## src/rtl/vn_pkg.sv

```systemverilog
// ----------------------------------------------------------------------------
// vn_pkg: shared definitions for the vector normalize core.
// Holds the component count used by every stage of the pipeline.
// ----------------------------------------------------------------------------
package vn_pkg;

  // Number of vector components handled side by side.
  localparam int NUM_COMP = 3;

  // Index of one component lane.
  typedef logic [1:0] comp_idx_t;

  // Lane numbers of the three components.
  localparam comp_idx_t COMP_X = 2'd0;
  localparam comp_idx_t COMP_Y = 2'd1;
  localparam comp_idx_t COMP_Z = 2'd2;

endpackage

```

## src/rtl/vn_square.sv

```systemverilog
// ----------------------------------------------------------------------------
// vn_square: magnitude, square and sum of squares.
// Three register stages: absolute values, squares, then their sum.
// ----------------------------------------------------------------------------
module vn_square #(
  parameter int W = 16
) (
  input  logic                        clk_i,
  input  logic                        rst_ni,
  input  logic                        valid_i,
  input  logic signed [W-1:0]         comp_i [vn_pkg::NUM_COMP],
  output logic                        valid_o,
  output logic [2*W-1:0]              sum_o,
  output logic [W-1:0]                mag_o  [vn_pkg::NUM_COMP],
  output logic [vn_pkg::NUM_COMP-1:0] neg_o
);
  import vn_pkg::*;

  logic                valid_a_q, valid_b_q, valid_c_q;
  logic [W-1:0]        mag_a_q [NUM_COMP];
  logic [W-1:0]        mag_b_q [NUM_COMP];
  logic [W-1:0]        mag_c_q [NUM_COMP];
  logic [NUM_COMP-1:0] neg_a_q, neg_b_q, neg_c_q;
  logic [2*W-1:0]      sq_b_q  [NUM_COMP];
  logic [2*W-1:0]      sum_c_q;

  // Valid bits travel with the words.
  always_ff @(posedge clk_i or negedge rst_ni) begin
    if (!rst_ni) begin
      valid_a_q <= 1'b0;
      valid_b_q <= 1'b0;
      valid_c_q <= 1'b0;
    end else begin
      valid_a_q <= valid_i;
      valid_b_q <= valid_a_q;
      valid_c_q <= valid_b_q;
    end
  end

  // Split each component into sign and magnitude, square it, and sum the squares.
  always_ff @(posedge clk_i) begin
    for (int c = 0; c < NUM_COMP; c++) begin
      neg_a_q[c] <= comp_i[c][W-1];
      mag_a_q[c] <= comp_i[c][W-1] ? (~$unsigned(comp_i[c]) + W'(1)) : $unsigned(comp_i[c]);
      sq_b_q[c]  <= (2*W)'(mag_a_q[c]) * (2*W)'(mag_a_q[c]);
      mag_b_q[c] <= mag_a_q[c];
      mag_c_q[c] <= mag_b_q[c];
    end
    neg_b_q <= neg_a_q;
    neg_c_q <= neg_b_q;
    sum_c_q <= sq_b_q[COMP_X] + sq_b_q[COMP_Y] + sq_b_q[COMP_Z];
  end

  assign valid_o = valid_c_q;
  assign sum_o   = sum_c_q;
  assign mag_o   = mag_c_q;
  assign neg_o   = neg_c_q;

endmodule

```

## config.mk

```make
export PLATFORM = sky130hd
export DESIGN_NAME = vn_square
export DESIGN_NICKNAME = d
export VERILOG_FILES = /design/src/rtl/vn_pkg.sv /design/src/rtl/vn_square.sv
export SDC_FILE = /design/constraint.sdc
export NUM_CORES = 2
export LEC_CHECK = 0
export BUFFER_PORTS_ARGS = -buffer_cell sky130_fd_sc_hd__buf_2
export CORE_MARGIN = 2
export CORE_UTILIZATION = 26
export DETAILED_ROUTE_END_ITERATION = 16
export MAX_ROUTING_LAYER = met4
export SLEW_MARGIN = 20
export SYNTH_ARGS = -nofsm -noshare
export SYNTH_HDL_FRONTEND = slang
export SYNTH_SLANG_ARGS = --single-unit
export TNS_END_PERCENT = 100
```

## constraint.sdc

```tcl
create_clock -name clk_i -period 8.9 [get_ports clk_i]
set_input_delay 0.445 -clock clk_i [delete_from_list [all_inputs] [get_ports clk_i]]
set_output_delay 0.445 -clock clk_i [all_outputs]
set_load 0.05 [all_outputs]
```

==> results.json <==
{
  "hold_path.class": "in -> reg",
  "first_pass_iters": 5,
  "drive_gt1_share_pct": 6.97,
  "io_buffers": 134,
  "slew_viol_final": 0,
  "start_kind": "register",
  "rrSetupSlack_ps": 2140,
  "path_common_cell": "fa_1",
  "fmaxAchievable_ghz": 0.148,
  "finClkSkew_ps": 26.9,
  "track_usage_pct": 12.6,
  "critPathKind": "reg -> reg",
  "multiInputGateArea_sq_um": 21400,
  "r2r_end": "sq_b_q[0][95]$_DFF_P_",
  "crit_chain": "nand2_1, fa_1, inv_1, fa_1, fa_1, fa_1, fa_1, inv_1, fa_1, inv_1, ha_1, and3_1, a221oi_1, o21bai_1, a311oi_1, o21ai_1, a221oi_2, o21ai_1, a21oi_1, xnor2_1",
  "cts_setup_buffers": 0,
  "cp_max_fo": 18,
  "vias_per_cell": 4.26,
  "holdBufCountCts": 5,
  "rsz0062_at_grt": "false",
  "core_sq_um": 116000,
  "mostFrequentLayoutCell": "inv_1",
  "routed_wl_mm": 69.4,
  "outcome": "complete, no violations",
  "worstPathBufferInverterCount": 3,
  "nFillCells": 12185,
  "dieHeight_microns": 345,
  "critical_path_required_ps": 9370,
  "r2r_start": "mag_a_q[0][38]$_DFF_P_",
  "layout_common_cells": "inv_1 (765), fa_1 (520), ha_1 (327)",
  "postRouteAntennaNets": 0,
  "h-tree-depth": 2,
  "final_util_pct": 29.2,
  "drt-wirelength-per-cell_microns": 14.5,
  "vias": 20437,
  "drt_iter0_markers": 813,
  "seq_area_frac_synth_pct": 18.5,
  "period_needed_ps": 6760,
  "hold_path.startpoint": "comp_i[46]",
  "clkTransAtPathRegs_ps": 60,
  "cts.path.max_buffers": 3,
  "worstPathArrival_ps": 7240,
  "place_area_sq_um": 32500,
  "insertion_delay_ps": 570,
  "synthCells": 3144,
  "seqCellArea_sq_um": 5580,
  "fin_crit_sh_pct": 76.0,
  "cts_root_buf": "clkbuf_16",
  "ys_types": 72,
  "critPathMaxStageDelay_ps": 970,
  "crit_cells": 20,
  "cts_tree": "built",
  "timing.hold.ws_ps": 64.1,
  "worstMarginPinSlew_ps": 987,
  "synth-seq-cells": 278,
  "critPathSlowestCell": "dfxtp_1",
  "syn_area_sq_um": 30200,
  "hold_viol": 0,
  "overflow": 0,
  "maxCapViolations": 0,
  "drcViolationCount": 0,
  "grt_antenna_before_repair": 4,
  "rows": 125,
  "start_util_pct": 26.1,
  "cts_buffers": 36,
  "holdPathStages": 2,
  "synth_area_per_cell_sq_um": 9.61,
  "yosys_most_used_dff": "dfxtp_1",
  "cts_sinks": 278,
  "nNetsFinal": 4142,
  "grt_pass1_wl_mm": 115,
  "synth_edf_count": 0,
  "finalSetupViolations": 0,
  "min_to": "mag_a_q[0][15]$_SDFF_PN0_",
  "die_area_sq_um": 119000,
  "grt_max_degree": 22,
  "ios": 135,
  "area_growth_pct": 11.9,
  "fin_setup_tns_ps": 0,
  "cts_resized": 0,
  "crit_family": "adder cells",
  "worstRegToRegCells": 20,
  "yosysWarnings": 0,
  "finish.instance_area_sq_um": 33800,
  "async_flop_share_pct": 1.08,
  "die_x_microns": 345,
  "grt_pass1_vias": 22443,
  "gp_congestion": 0.845,
  "relSlewSlack_pct": 34.1,
  "crit_path_end_kind": "register",
  "dp_hpwl_mm": 56.3
}
-- registers in the layout, summed over array words and instances, names as in the netlist --
| signal | flops |
|---|---|
| sq_b_q | 93 |
| mag_a_q | 48 |
| mag_o | 48 |
| mag_b_q | 45 |
| sum_o | 32 |
| neg_a_q | 3 |
| neg_b_q | 3 |
| neg_o | 3 |
| valid_a_q | 1 |
| valid_b_q | 1 |
| valid_o | 1 |
-- logic make-up after synthesis --
group                    after synthesis  synth area share [%]
multiplexers                           5                 0.182
AO/OA/AOI/OAI                        361                  7.70
buffers and inverters                849                  10.6
flip-flops                           278                  18.5
XOR/XNOR                             177                  5.13
AND/OR/NAND/NOR                      626                  9.92
adder cells (fa/ha/maj)              847                  48.0
other                                  1                0.0124
-- Yosys cell counts, drive strengths merged, types with 18 or more instances --
| cell type | number | area share, % |
|---|---|---|
| nand3 | 21 | 0.35 |
| and2 | 114 | 2.4 |
| o21ai | 64 | 1.1 |
| inv | 766 | 9.5 |
| a21o | 78 | 1.9 |
| nand2 | 288 | 3.6 |
| dfxtp | 275 | 18 |
| nor2b | 19 | 0.39 |
| ha | 327 | 14 |
| nor2 | 90 | 1.1 |
| fa | 520 | 34 |
| o31ai | 18 | 0.49 |
| a21oi | 119 | 2.0 |
| xnor2 | 144 | 4.2 |
| clkbuf | 77 | 0.96 |
| xor2 | 33 | 0.96 |
-- area by class of cell --
type / instances / share of cell area (%)
multi-input cells: 2019 / 63.4
inverters: 766 / 8.50
clock inverters: 16 / 0.655
clock buffers: 47 / 3.06
repair buffers: 143 / 2.22
flip-flops and latches: 278 / 16.5
well taps: 1524 / 5.64
diodes: 3 / 0.0222
-- worst register-to-register path, delay by kind of cell, from the launching register on --
family,cells,cell delay [ps]
adders and majority gates,7,3420
buffers and inverters,3,160
and+or+nand+nor,2,510
DFF,1,970
xor gates and xnor gates,1,130
AOI/OAI and AO/OA,7,1490
-- per-layer routing --
metal / vias to the layer above / track usage (%) / share of wire (%)
li1: 9805 / - / -
met1: 10186 / 15.3 / 43
met2: 340 / 21.7 / 50
met3: 106 / 1.88 / 4.5
met4: 0 / 3.51 / 2.6
met5: - / - / 0
-- stage by stage --
stage,setup WS [ps],cells
after floorplan,2850,3146
after global placement,2250,4725
after detailed placement,2200,4725
after CTS,2150,4793
after global routing,1680,4794
final,2140,4796
-- how the worst max path moves through the flow --
stage                                  endpoint                    from  slack, ps
after floorplan           sq_b_q[0][95]$_DFF_P_  mag_a_q[0][46]$_DFF_P_       2850
after global placement    sq_b_q[0][95]$_DFF_P_  mag_a_q[0][38]$_DFF_P_       2250
after detailed placement  sq_b_q[0][95]$_DFF_P_  mag_a_q[0][38]$_DFF_P_       2200
after CTS                 sq_b_q[0][95]$_DFF_P_  mag_a_q[0][38]$_DFF_P_       2150
after global routing      sq_b_q[0][95]$_DFF_P_  mag_a_q[0][38]$_DFF_P_       1680
final                     sq_b_q[0][95]$_DFF_P_  mag_a_q[0][38]$_DFF_P_       2140
Power is left out: the tool's default activity adds up to more than one toggle a clock period on the data nets, which glitch-free logic cannot reach.
