[config.mk]
export PLATFORM = sky130hd
export DESIGN_NAME = vn_sqrt
export DESIGN_NICKNAME = d
export VERILOG_FILES = /design/src/rtl/vn_pkg.sv /design/src/rtl/vn_sqrt.sv
export SDC_FILE = /design/constraint.sdc
export NUM_CORES = 1
export LEC_CHECK = 0
export ABC_AREA = 1
export BUFFER_PORTS_ARGS = -buffer_cell sky130_fd_sc_hd__buf_2
export CELL_PAD_IN_SITES_DETAIL_PLACEMENT = 1
export CELL_PAD_IN_SITES_GLOBAL_PLACEMENT = 1
export CORE_UTILIZATION = 23
export CTS_BUF_LIST = sky130_fd_sc_hd__clkbuf_2
export DETAILED_ROUTE_END_ITERATION = 6
export PLACE_DENSITY = 0.45
export SLEW_MARGIN = 20
export SYNTH_ARGS = -nofsm -noshare
export SYNTH_HDL_FRONTEND = slang
export SYNTH_SLANG_ARGS = --single-unit
[constraint.sdc]
create_clock -name clk_i -period 3.4 [get_ports clk_i]
set_input_delay 0.51 -clock clk_i [delete_from_list [all_inputs] [get_ports clk_i]]
set_output_delay 0.51 -clock clk_i [all_outputs]
set_load 0.1 [all_outputs]
[src/rtl/vn_pkg.sv]
// ----------------------------------------------------------------------------
// vn_pkg: shared definitions for the vector normalize core.
// Holds the component count used by every stage of the pipeline.
// ----------------------------------------------------------------------------
package vn_pkg;

  // Number of vector components handled side by side.
  localparam int NUM_COMP = 3;

  // Index of one component lane.
  typedef logic [1:0] comp_idx_t;

  // Lane numbers of the three components.
  localparam comp_idx_t COMP_X = 2'd0;
  localparam comp_idx_t COMP_Y = 2'd1;
  localparam comp_idx_t COMP_Z = 2'd2;

endpackage

[src/rtl/vn_sqrt.sv]
// ----------------------------------------------------------------------------
// vn_sqrt: pipelined floor square root.
// One root bit per register stage, most significant bit first.
// ----------------------------------------------------------------------------
module vn_sqrt #(
  parameter int W = 16
) (
  input  logic                        clk_i,
  input  logic                        rst_ni,
  input  logic                        valid_i,
  input  logic [2*W-1:0]              sum_i,
  input  logic [W-1:0]                mag_i [vn_pkg::NUM_COMP],
  input  logic [vn_pkg::NUM_COMP-1:0] neg_i,
  output logic                        valid_o,
  output logic [W-1:0]                root_o,
  output logic [W-1:0]                mag_o [vn_pkg::NUM_COMP],
  output logic [vn_pkg::NUM_COMP-1:0] neg_o
);
  import vn_pkg::*;

  localparam int TW = 2 * W + 1;

  logic                valid_q [W];
  logic [2*W-1:0]      rem_q   [W];
  logic [W-1:0]        root_q  [W];
  logic [W-1:0]        mag_q   [W][NUM_COMP];
  logic [NUM_COMP-1:0] neg_q   [W];

  for (genvar s = 0; s < W; s++) begin : g_stage
    localparam int K = W - 1 - s;

    logic                valid_in;
    logic [2*W-1:0]      rem_in;
    logic [W-1:0]        root_in;
    logic [W-1:0]        mag_in [NUM_COMP];
    logic [NUM_COMP-1:0] neg_in;
    logic [TW-1:0]       trial;
    logic                fits;

    if (s == 0) begin : g_first
      assign valid_in = valid_i;
      assign rem_in   = sum_i;
      assign root_in  = '0;
      assign mag_in   = mag_i;
      assign neg_in   = neg_i;
    end else begin : g_next
      assign valid_in = valid_q[s-1];
      assign rem_in   = rem_q[s-1];
      assign root_in  = root_q[s-1];
      assign mag_in   = mag_q[s-1];
      assign neg_in   = neg_q[s-1];
    end

    // Setting bit K adds 2*root*2^K + 2^2K to the square.
    assign trial = (TW'(root_in) << (K + 1)) | (TW'(1) << (2 * K));
    assign fits  = {1'b0, rem_in} >= trial;

    always_ff @(posedge clk_i or negedge rst_ni) begin
      if (!rst_ni) begin
        valid_q[s] <= 1'b0;
      end else begin
        valid_q[s] <= valid_in;
      end
    end

    always_ff @(posedge clk_i) begin
      rem_q[s]  <= fits ? (rem_in - trial[2*W-1:0]) : rem_in;
      root_q[s] <= fits ? (root_in | (W'(1) << K)) : root_in;
      mag_q[s]  <= mag_in;
      neg_q[s]  <= neg_in;
    end
  end

  assign valid_o = valid_q[W-1];
  assign root_o  = root_q[W-1];
  assign mag_o   = mag_q[W-1];
  assign neg_o   = neg_q[W-1];

endmodule

==> impl_results.md <==
- Status: finished clean
- PortBufs: 153
- Sequential power share: 0.478
- Hold path endpoint: mag_q[4][36]
- Via-to-Cell Ratio: 3.85
- Row count: 160
- Die H: 439 um
- Fillers: 22122
- CP required: 4900 ps
- Switching Share: 0.368
- Worst path cell trace: dlygate4sd3_1 -> dlygate4sd3_1 -> buf_2 -> dlygate4sd3_1 -> nor4_1 -> and2_0 -> nand3b_1 -> nand3_1 -> dlygate4sd3_1 -> nand2_1 -> dlygate4sd3_1
- Hold Path Depth: 0
- Crit path DAT: 4720 ps
- Placement Setup Slack: 534 ps
- Clock share of power: 0.258
- Worst min path class: reg2reg
- Core ar.: 190000 sq um
- Combinational Power Share: 0.264
- Top cell type's share of synthesized area: 0.652
- Vias in the first global route: 33992
- CP startpoint kind: input port
- Sw power: 16.3 mW
- Routed len/inst: 14.5 um
- Skew-Pair Late Insertion Delay: between 1500 and 2000 ps
- Post-synthesis cell area: 44000 sq um
- Root buffer cell: clkbuf_2
- Overflow after GRT: 0
- Clock skew: 206 ps
- Die Area: 193000 sq um
- DRT Pass-1 Iters: 4
- Most frequent cells after synthesis: 1432 x dfxtp_1, 1067 x nand2_1, 561 x inv_1, 341 x nor2_1, 213 x nand3_1
- Largest net degree at the start of global routing: slightly above 40
- Final period utilization: 0.947
- Share of cells above drive strength 1: 0.149
- Syn Inst Count: about 4500
- R2R depth: 11
- Worst path slowest cell: dlygate4sd3_1
- MaxCap Viol Count: 0
- First-pass GRT wire length: 183000 um
- Critical Path Most Common Cell: dlygate4sd3_1
- Sequential cell area: 29100 sq um
- Register area share after synthesis: 0.661
- H-Tree Depth: 5
- Most common cell in the synthesized netlist: dfxtp_1
- Syn nets: roughly 4700
- Top Ports: roughly 150
- Placed insts: 7134
- Overall routing resource usage: 0.123
- Final hold violation count: 0
- Worst rel slew slack: 0.307
- Worst-Margin Slew: 1040 ps
- TritonCTS clock tree: done
- Cell variety after synth: 50
- Fin nets: 5511
- Worst flop-to-flop path startpoint: root_q[11][14]
- Num CTS Buffers: slightly below 400
- Crit. End Element: register
- WS Path Type: in2reg
- Post-synth top flop: dfxtp_1
- Detailed placement HPWL: 85800 um
- VDD IR max: roughly 330 uV
- Buf/Inv on CP: 6
- Post-Syn Area per Cell: 9.81 sq um
- Worst r2r dst: rem_q[12][17]
- Fin crit period: 3220 ps
- DRC viols: 0
- Ranking of synthesized cells by area: dfxtp_1 65%, nand2_1 9.1%, inv_1 4.8%
- Post-synth ARST share: 0.0110
- Vias: a little over 30000
- Initial core utilization: 0.232
- ANT nets after route: 0
- Slew Limit Fails: 0
- Clock Path Buffers: 4
- Worst-path clk slew: roughly 100 ps
- Largest delay share family, worst path: buffers and inverters
- Leak: between 20 and 30 nW
- Final std cells w/o fill: roughly 8000
- Maximum clock rate: 311 MHz
- # setup viols final: 0
- Final Wtd Congestion: ~0.8
- HP Start: mag_q[3][84]
- Total Power: 44.3 mW
- Area leader, netlist: dfxtp_1
- Power density cells: around 830 nW/um^2
- Number of synthesized register bits: 1448
- Initial antenna violation count: 3
- Flop-to-flop setup slack: between 600 and 700 ps
- Critical path's largest stage delay: between 600 and 700 ps
- Internal power: 28.0 mW
- Layout area overhead: 21.7%
- DRT Wirelength: 116000 um
- Post-synth EDFFs: 0
- Die extent in x: 439 um
- Peak fanout along the critical path: 3
- Iter 0 DRT Violations: 759
- Final worst slack: ~180 ps
- Yosys warnings: 0
- CTS Sinks: between 1000 and 1500
- Area occupied by multi-input gates: 12600 sq um
kinds of logic (layout without fill, tap and decap cells):
kind of cell,count (synthesis),after routing,share of synthesized area
buf+inv,593,1621,0.0538
other cells,0,9,0
flops,1448,1448,0.661
fa+ha+maj,150,150,0.0427
xor+xnor,106,106,0.0211
compound gates,310,310,0.0394
simple gates,1880,1880,0.182
worst max path at each step:
stage | startpoint | to | slack [ps] | cells past startpoint
finish | sum_i[10] | rem_q[0][31] | 180 | 11
global route | mag_q[7][87] | mag_o[39] | -3 | 1
CTS | root_q[15][5] | root_o[5] | 4 | 1
detailed placement | root_q[11][14] | rem_q[12][17] | 530 | 11
global placement | root_q[11][14] | rem_q[12][12] | 550 | 11
floorplan | root_q[12][12] | rem_q[13][8] | 1620 | 11
per-stage QoR:
| stage | TNS (ps) | util | cell area (sq um) | hold WS [ps] |
|---|---|---|---|---|
| floorplan | 0 | - | 44000 | 214 |
| global placement | 0 | 0.251 | 47700 | 309 |
| detailed placement | 0 | 0.251 | 47700 | 313 |
| CTS | 0 | 0.282 | 53500 | 64.7 |
| global route | -2.77 | 0.282 | 53600 | 147 |
| finish | 0 | 0.282 | 53600 | 172 |
state kept, by name, indices dropped and copies added, names as in the netlist:
name and count:
valid_o 1, mag_q 768, rem_q 480, g_stage.valid_in 15
neg_q 48, root_q 136
cell usage in the layout (no fill, tap or decap), types with 18 or more instances in the layout:
cell	synthesis	routed
a21oi_1	143	143
xor2_1	44	44
nor2_1	341	341
dfxtp_1	1432	1432
xnor2_1	62	62
o21ai_1	21	21
nor4_1	24	24
nand3_1	213	213
nand4_1	76	76
clkinv_1	1	72
dlygate4sd3_1	0	257
ha_1	150	150
o21ai_0	89	89
o21ai_2	20	20
clkbuf_2	0	540
or2_2	18	18
nor3_1	51	51
inv_1	561	561
buf_2	6	147
nand2_1	1067	1067
nand3b_1	35	35
worst reg2reg max path, cell delays in order, from the launching register on:
cell	delay [ps]
dfxtp_1	450
inv_1	80
ha_1	360
nand2_1	150
nor2_2	320
nand4_1	210
nor2_1	190
nor2_1	90
nand2_2	300
inv_4	220
nand2_1	140
o21ai_0	90
area by class of cell:
cell class / instances / share of cell area
Multi-Input combinational cell: 2446 / 0.235
Clock inverter: 95 / 0.00969
Timing Repair Buffer: 416 / 0.0634
Tap cell: 2511 / 0.0587
Inverter: 570 / 0.0401
Antenna cell: 9 / 0.000420
Sequential cell: 1448 / 0.543
Clock buffer: 540 / 0.0505
per-layer routing:
layer  GRT usage  up-vias  share of wire
li1            -    15872              -
met1       0.135    14234           0.43
met2       0.216      573           0.50
met3      0.0321      285          0.040
met4      0.0625        0          0.039
met5           0        -              0
power by group through the flow:
stage	Sequential, mW	Clock [mW]	Combinational (mW)
5_1_grt	21.5	13.3	13.4
3_3_place_gp	21.7	0	11.6
6_report	21.2	11.4	11.7
4_1_cts	21.3	12.4	11.9
2_1_floorplan	21.1	0	8.13
3_5_place_dp	21.7	0	11.6
what timing repair did:
| action | in CTS | in global routing |
|---|---|---|
| endpoints found under the hold margin | 101 | 0 |
| hold buffers | 257 | 0 |
| resized for setup | 6 | 0 |
| setup buffers | 0 | 0 |
| setup endpoints to repair | 6 | 0 |
No activity file was read; power rests on OpenSTA's default activity.
