### src/rtl/vn_pkg.sv
// ----------------------------------------------------------------------------
// vn_pkg: shared definitions for the vector normalize core.
// Holds the component count used by every stage of the pipeline.
// ----------------------------------------------------------------------------
package vn_pkg;

  // Number of vector components handled side by side.
  localparam int NUM_COMP = 3;

  // Index of one component lane.
  typedef logic [1:0] comp_idx_t;

  // Lane numbers of the three components.
  localparam comp_idx_t COMP_X = 2'd0;
  localparam comp_idx_t COMP_Y = 2'd1;
  localparam comp_idx_t COMP_Z = 2'd2;

endpackage

### src/rtl/vn_div.sv
// ----------------------------------------------------------------------------
// vn_div: pipelined restoring divide of each magnitude by the length.
// One quotient bit per stage for all three lanes, then the signed result.
// ----------------------------------------------------------------------------
module vn_div #(
  parameter int W = 16,
  parameter int F = 14
) (
  input  logic                        clk_i,
  input  logic                        rst_ni,
  input  logic                        valid_i,
  input  logic [W-1:0]                len_i,
  input  logic [W-1:0]                mag_i  [vn_pkg::NUM_COMP],
  input  logic [vn_pkg::NUM_COMP-1:0] neg_i,
  output logic                        valid_o,
  output logic signed [F+1:0]         unit_o [vn_pkg::NUM_COMP],
  output logic [W-1:0]                len_o,
  output logic                        zero_o
);
  import vn_pkg::*;

  localparam int NS = F + 1;

  logic                valid_q [NS];
  logic [W-1:0]        len_q   [NS];
  logic [NUM_COMP-1:0] neg_q   [NS];
  logic [W-1:0]        rem_q   [NS][NUM_COMP];
  logic [F:0]          quot_q  [NS][NUM_COMP];

  logic                valid_out_q;
  logic signed [F+1:0] unit_out_q [NUM_COMP];
  logic [W-1:0]        len_out_q;
  logic                zero_out_q;

  for (genvar s = 0; s < NS; s++) begin : g_stage
    localparam int B = F - s;

    logic                valid_in;
    logic [W-1:0]        len_in;
    logic [NUM_COMP-1:0] neg_in;
    logic [W:0]          shifted [NUM_COMP];
    logic [F:0]          quot_in [NUM_COMP];
    logic [NUM_COMP-1:0] bit_set;

    // The first stage makes the integer bit; later stages shift the remainder.
    if (s == 0) begin : g_first
      assign valid_in = valid_i;
      assign len_in   = len_i;
      assign neg_in   = neg_i;
      for (genvar c = 0; c < NUM_COMP; c++) begin : g_lane
        assign shifted[c] = {1'b0, mag_i[c]};
        assign quot_in[c] = '0;
      end
    end else begin : g_next
      assign valid_in = valid_q[s-1];
      assign len_in   = len_q[s-1];
      assign neg_in   = neg_q[s-1];
      for (genvar c = 0; c < NUM_COMP; c++) begin : g_lane
        assign shifted[c] = {rem_q[s-1][c], 1'b0};
        assign quot_in[c] = quot_q[s-1][c];
      end
    end

    for (genvar c = 0; c < NUM_COMP; c++) begin : g_cmp
      assign bit_set[c] = shifted[c] >= {1'b0, len_in};
    end

    always_ff @(posedge clk_i or negedge rst_ni) begin
      if (!rst_ni) begin
        valid_q[s] <= 1'b0;
      end else begin
        valid_q[s] <= valid_in;
      end
    end

    always_ff @(posedge clk_i) begin
      len_q[s] <= len_in;
      neg_q[s] <= neg_in;
      for (int c = 0; c < NUM_COMP; c++) begin
        rem_q[s][c]  <= bit_set[c] ? W'(shifted[c] - {1'b0, len_in}) : W'(shifted[c]);
        quot_q[s][c] <= quot_in[c] | ((F+1)'(bit_set[c]) << B);
      end
    end
  end

  // Output word: apply signs, force zeros for a zero-length vector.
  always_ff @(posedge clk_i or negedge rst_ni) begin
    if (!rst_ni) begin
      valid_out_q <= 1'b0;
    end else begin
      valid_out_q <= valid_q[NS-1];
    end
  end

  always_ff @(posedge clk_i) begin
    zero_out_q <= (len_q[NS-1] == '0);
    len_out_q  <= len_q[NS-1];
    for (int c = 0; c < NUM_COMP; c++) begin
      if (len_q[NS-1] == '0) begin
        unit_out_q[c] <= '0;
      end else if (neg_q[NS-1][c]) begin
        unit_out_q[c] <= -$signed({1'b0, quot_q[NS-1][c]});
      end else begin
        unit_out_q[c] <= $signed({1'b0, quot_q[NS-1][c]});
      end
    end
  end

  assign valid_o = valid_out_q;
  assign unit_o  = unit_out_q;
  assign len_o   = len_out_q;
  assign zero_o  = zero_out_q;

endmodule

### config.mk
export PLATFORM = sky130hd
export DESIGN_NAME = vn_div
export DESIGN_NICKNAME = d
export VERILOG_FILES = /design/src/rtl/vn_pkg.sv /design/src/rtl/vn_div.sv
export SDC_FILE = /design/constraint.sdc
export NUM_CORES = 2
export LEC_CHECK = 0
export ABC_AREA = 1
export BUFFER_PORTS_ARGS = -buffer_cell sky130_fd_sc_hd__clkbuf_2
export CELL_PAD_IN_SITES_DETAIL_PLACEMENT = 0
export CELL_PAD_IN_SITES_GLOBAL_PLACEMENT = 1
export CORE_MARGIN = 2
export CORE_UTILIZATION = 40
export CTS_CLUSTER_DIAMETER = 50
export CTS_CLUSTER_SIZE = 40
export DETAILED_ROUTE_END_ITERATION = 8
export MAX_ROUTING_LAYER = met4
export PLACE_DENSITY_LB_ADDON = 0.1
export SLEW_MARGIN = 5
export SYNTH_ARGS = -nofsm -noshare
export SYNTH_HDL_FRONTEND = slang
export SYNTH_SLANG_ARGS = --single-unit
### constraint.sdc
create_clock -name clk_i -period 5.8 [get_ports clk_i]
set_input_delay 0.58 -clock clk_i [delete_from_list [all_inputs] [get_ports clk_i]]
set_output_delay 0.58 -clock clk_i [all_outputs]
set_load 0.02 [all_outputs]
==> metrics.txt <==
status complete, no violations; sequential share of the synthesized area 34.0%; R2R Path End rem_q[0][126]$_DFF_P_; Slew Viols, Final 0; Die Ht 459 µm; most frequent CP cell nand2_1; Worst-path clk slew 0.06 ns; fin util 45.2%; CP peak stage delay 0.59 ns; Max Clock Skew 0.0404 ns; Die Wd 459 µm; dpl ws 2.47 ns; crit path max fanout 20; I/O pins 136; post-route cell area 92600 µm²; drt wl/cell 18.3 µm; R2R Path Start len_q[1][1]$_DFF_P_; Worst Hold Endpoint rem_q[0][32]$_DFF_P_; met1 usage 35.3%; worst setup margin 2.72 ns; cells along the critical path dlygate4sd3_1 -> clkbuf_2 -> ha_1 -> fa_1 -> inv_1 -> nand2_1 -> nand2_1 -> nand3_1 -> nand3_1 -> nand2_1 -> nand2_1 -> inv_1 -> nand2_1 -> nand2_1; Setup Buffers After CTS 0; largest net degree at the start of global routing 37; # port buffers 135; Root Driver clkbuf_16; H-tree Lvls 4; Syn Nets 13160; Worst-Skew Late Latency 0.85 ns; Critical Path RT 6.49 ns; unrepaired setup endpoints after global routing no; period utilization 53.1%; Post-Synthesis Cell Area 82700 µm²; vias in the first global route 71471; # nets final 13370; YS warnings 0; # clock sinks 1398; CTS Buf Count 174; Slew HR 45.5%; DRC viols 0; Synth Register Bits 1398; LEAKAGE 51.1 nW; DP Wirelength 234 mm; DIE AREA 210000 µm²; pwr dens 619 nW/µm²; CTS tree done; Fmax achieved 325 MHz; Min-Delay Path Class input port to flip-flop; GR Util met2 44.6%; global placement routability congestion 0.939; CP Capture Type flip-flop; most crowded layer after global routing met2; Iteration-0 DRC Markers 4984; Routed WL 282 mm; final setup fails 0; startpoint types input port; Mapped Cells 12328; post-route ant nets 0; hold path start mag_i[32]; Worst Tran Pin Value 0.816 ns; Worst IR Drop VDD 0.386 mV; maxcap violations 0; GR Util All Layers 27.0%; GRT Residual Overflow 0; placed standard-cell area 85500 µm²; Placeable Area 205000 µm²; layout cell share with drive strength beyond 1 5.58%; Initial Util 40.3%; Setup TNS 0 ns; P&R area growth vs syn 12.0%; min cycle time layout 3.08 ns; Worst R2R Path Depth 11; met3 GRT Util 2.46%; Final Hold Fails 0; Distinct cells, synth 50; Vias 74906; DR vias/cell 4.87; hold depth 3; slowest CP cell nand2_1; DR pass1 iterations 8; Synth Area per Inst 6.70 µm²; first-pass GRT wire length 424 mm; initial antenna violation count 3; Rows 166; Critical Path AT 3.77 ns; WS Path Type input port to flip-flop; Clock Tree Buf Depth 3; FF-to-FF setup slack 2.95 ns
## metal layers
| metal | share of wire [%] | up-vias |
|---|---|---|
| met5 | 0 | - |
| met4 | 2.6 | 0 |
| met3 | 3.7 | 342 |
| met2 | 47 | 1475 |
| met1 | 47 | 34390 |
| li1 | - | 38699 |
## how the worst max path moves through the flow
| stage | start | endpoint | cells past startpoint |
|---|---|---|---|
| after floorplan | mag_i[16] | rem_q[0][19]$_DFF_P_ | 13 |
| after global placement | len_i[10] | rem_q[0][12]$_DFF_P_ | 12 |
| after detailed placement | len_i[0] | rem_q[0][8]$_DFF_P_ | 13 |
| after CTS | len_i[0] | rem_q[0][8]$_DFF_P_ | 14 |
| after global routing | len_i[0] | rem_q[0][4]$_DFF_P_ | 14 |
| final | len_i[0] | rem_q[0][11]$_DFF_P_ | 14 |
## metrics by stage
stage | hold slack, ns | power, W | cells
floorplan | 0.284 | 0.0369 | 12328
global placement | 0.310 | 0.0455 | 15003
detailed placement | 0.312 | 0.0455 | 15003
CTS | 0.00355 | 0.0577 | 15377
global route | 0.0589 | 0.0622 | 15379
finish | 0.0560 | 0.0573 | 15381
## layout by cell type (no fill, tap or decap), drive strengths merged, types with 4 or more instances in the layout
cell	count
clkbuf	319
nor2	733
fa	42
ha	720
o21ai	89
xnor2	93
nand2	4904
nand4	191
a31oi	4
nor4	7
dfxtp	1382
clkinv	52
buf	4
nand3	913
and2	126
nand3b	148
diode	4
clkinvlp	6
xor2	199
dfrtp	16
inv	2049
dlygate4sd3	47
bufinv	7
or2	60
nor3	112
a21oi	453
and3	4
## synth_stat cells, drive strengths merged
cell type | count | area (µm²)
o211ai | 2 | 15.0
o21bai | 2 | 15.0
ha | 720 | 9010
a31oi | 4 | 25.0
inv | 1970 | 7450
nand3b | 148 | 1110
dfxtp | 1382 | 27700
fa | 42 | 841
xnor2 | 93 | 815
a211oi | 1 | 7.51
or2 | 60 | 375
dfrtp | 16 | 400
clkbuf | 16 | 71.3
nand3 | 913 | 4710
nand4 | 191 | 1190
o31ai | 1 | 7.51
buf | 136 | 1130
nand2 | 4904 | 18800
nor4 | 7 | 81.3
xor2 | 199 | 1740
nor3 | 112 | 596
nor2 | 733 | 2960
clkinv | 1 | 3.75
o21a | 1 | 7.51
a21o | 2 | 15.0
and3 | 4 | 30.0
and2 | 126 | 788
a21oi | 453 | 2280
o21ai | 89 | 472
## report_power, final
group	switching (W)	leakage (nW)	internal (W)	total, W
combinational	0.0189	36.2	0.00980	0.0287
sequential	0.00322	11.8	0.0135	0.0167
clock	0.00540	3.16	0.00645	0.0119
total	0.0275	51.1	0.0297	0.0573
## cell families (layout without fill, tap and decap cells)
| group | after synthesis | after routing | synth area share (%) |
|---|---|---|---|
| AOI/OAI and AO/OA | 555 | 555 | 3.44 |
| other | 0 | 4 | 0 |
| xor gates and xnor gates | 292 | 292 | 3.09 |
| DFF | 1398 | 1398 | 34.0 |
| buffers and inverters | 2123 | 2484 | 10.5 |
| and+or+nand+nor | 7198 | 7198 | 37.1 |
| adders and majority gates | 762 | 762 | 11.9 |
## state kept, by name (all words and copies together), names as in the netlist
name,cells
rem_q,672
quot_q,360
len_q,240
unit_o,48
neg_q,45
len_o,16
g_stage.valid_in,14
valid_o,1
valid_q,1
zero_o,1
## what timing repair did
| action | 4_1_cts | 5_1_grt |
|---|---|---|
| endpoints found under the hold margin | 62 | 0 |
| hold buffers | 47 | 0 |
| gates resized for setup | 0 | 0 |
## layout make-up
cell class,instances,area (µm²)
diodes,4,10.0
clock buffers,184,4460
clock inverters,143,2100
fillers,21508,112000
inverters,1971,7460
multi-input cells,8807,45900
flip-flops and latches,1398,28100
well taps,2688,3360
repair buffers,186,1180
## worst max-delay path, delay by kind of cell
kind	cells	cell delay, ns
adders and majority gates	2	0.61
buffers and inverters	4	1.27
and+or+nand+nor	8	1.33
Note: power is estimated with default switching activity, not from simulation.
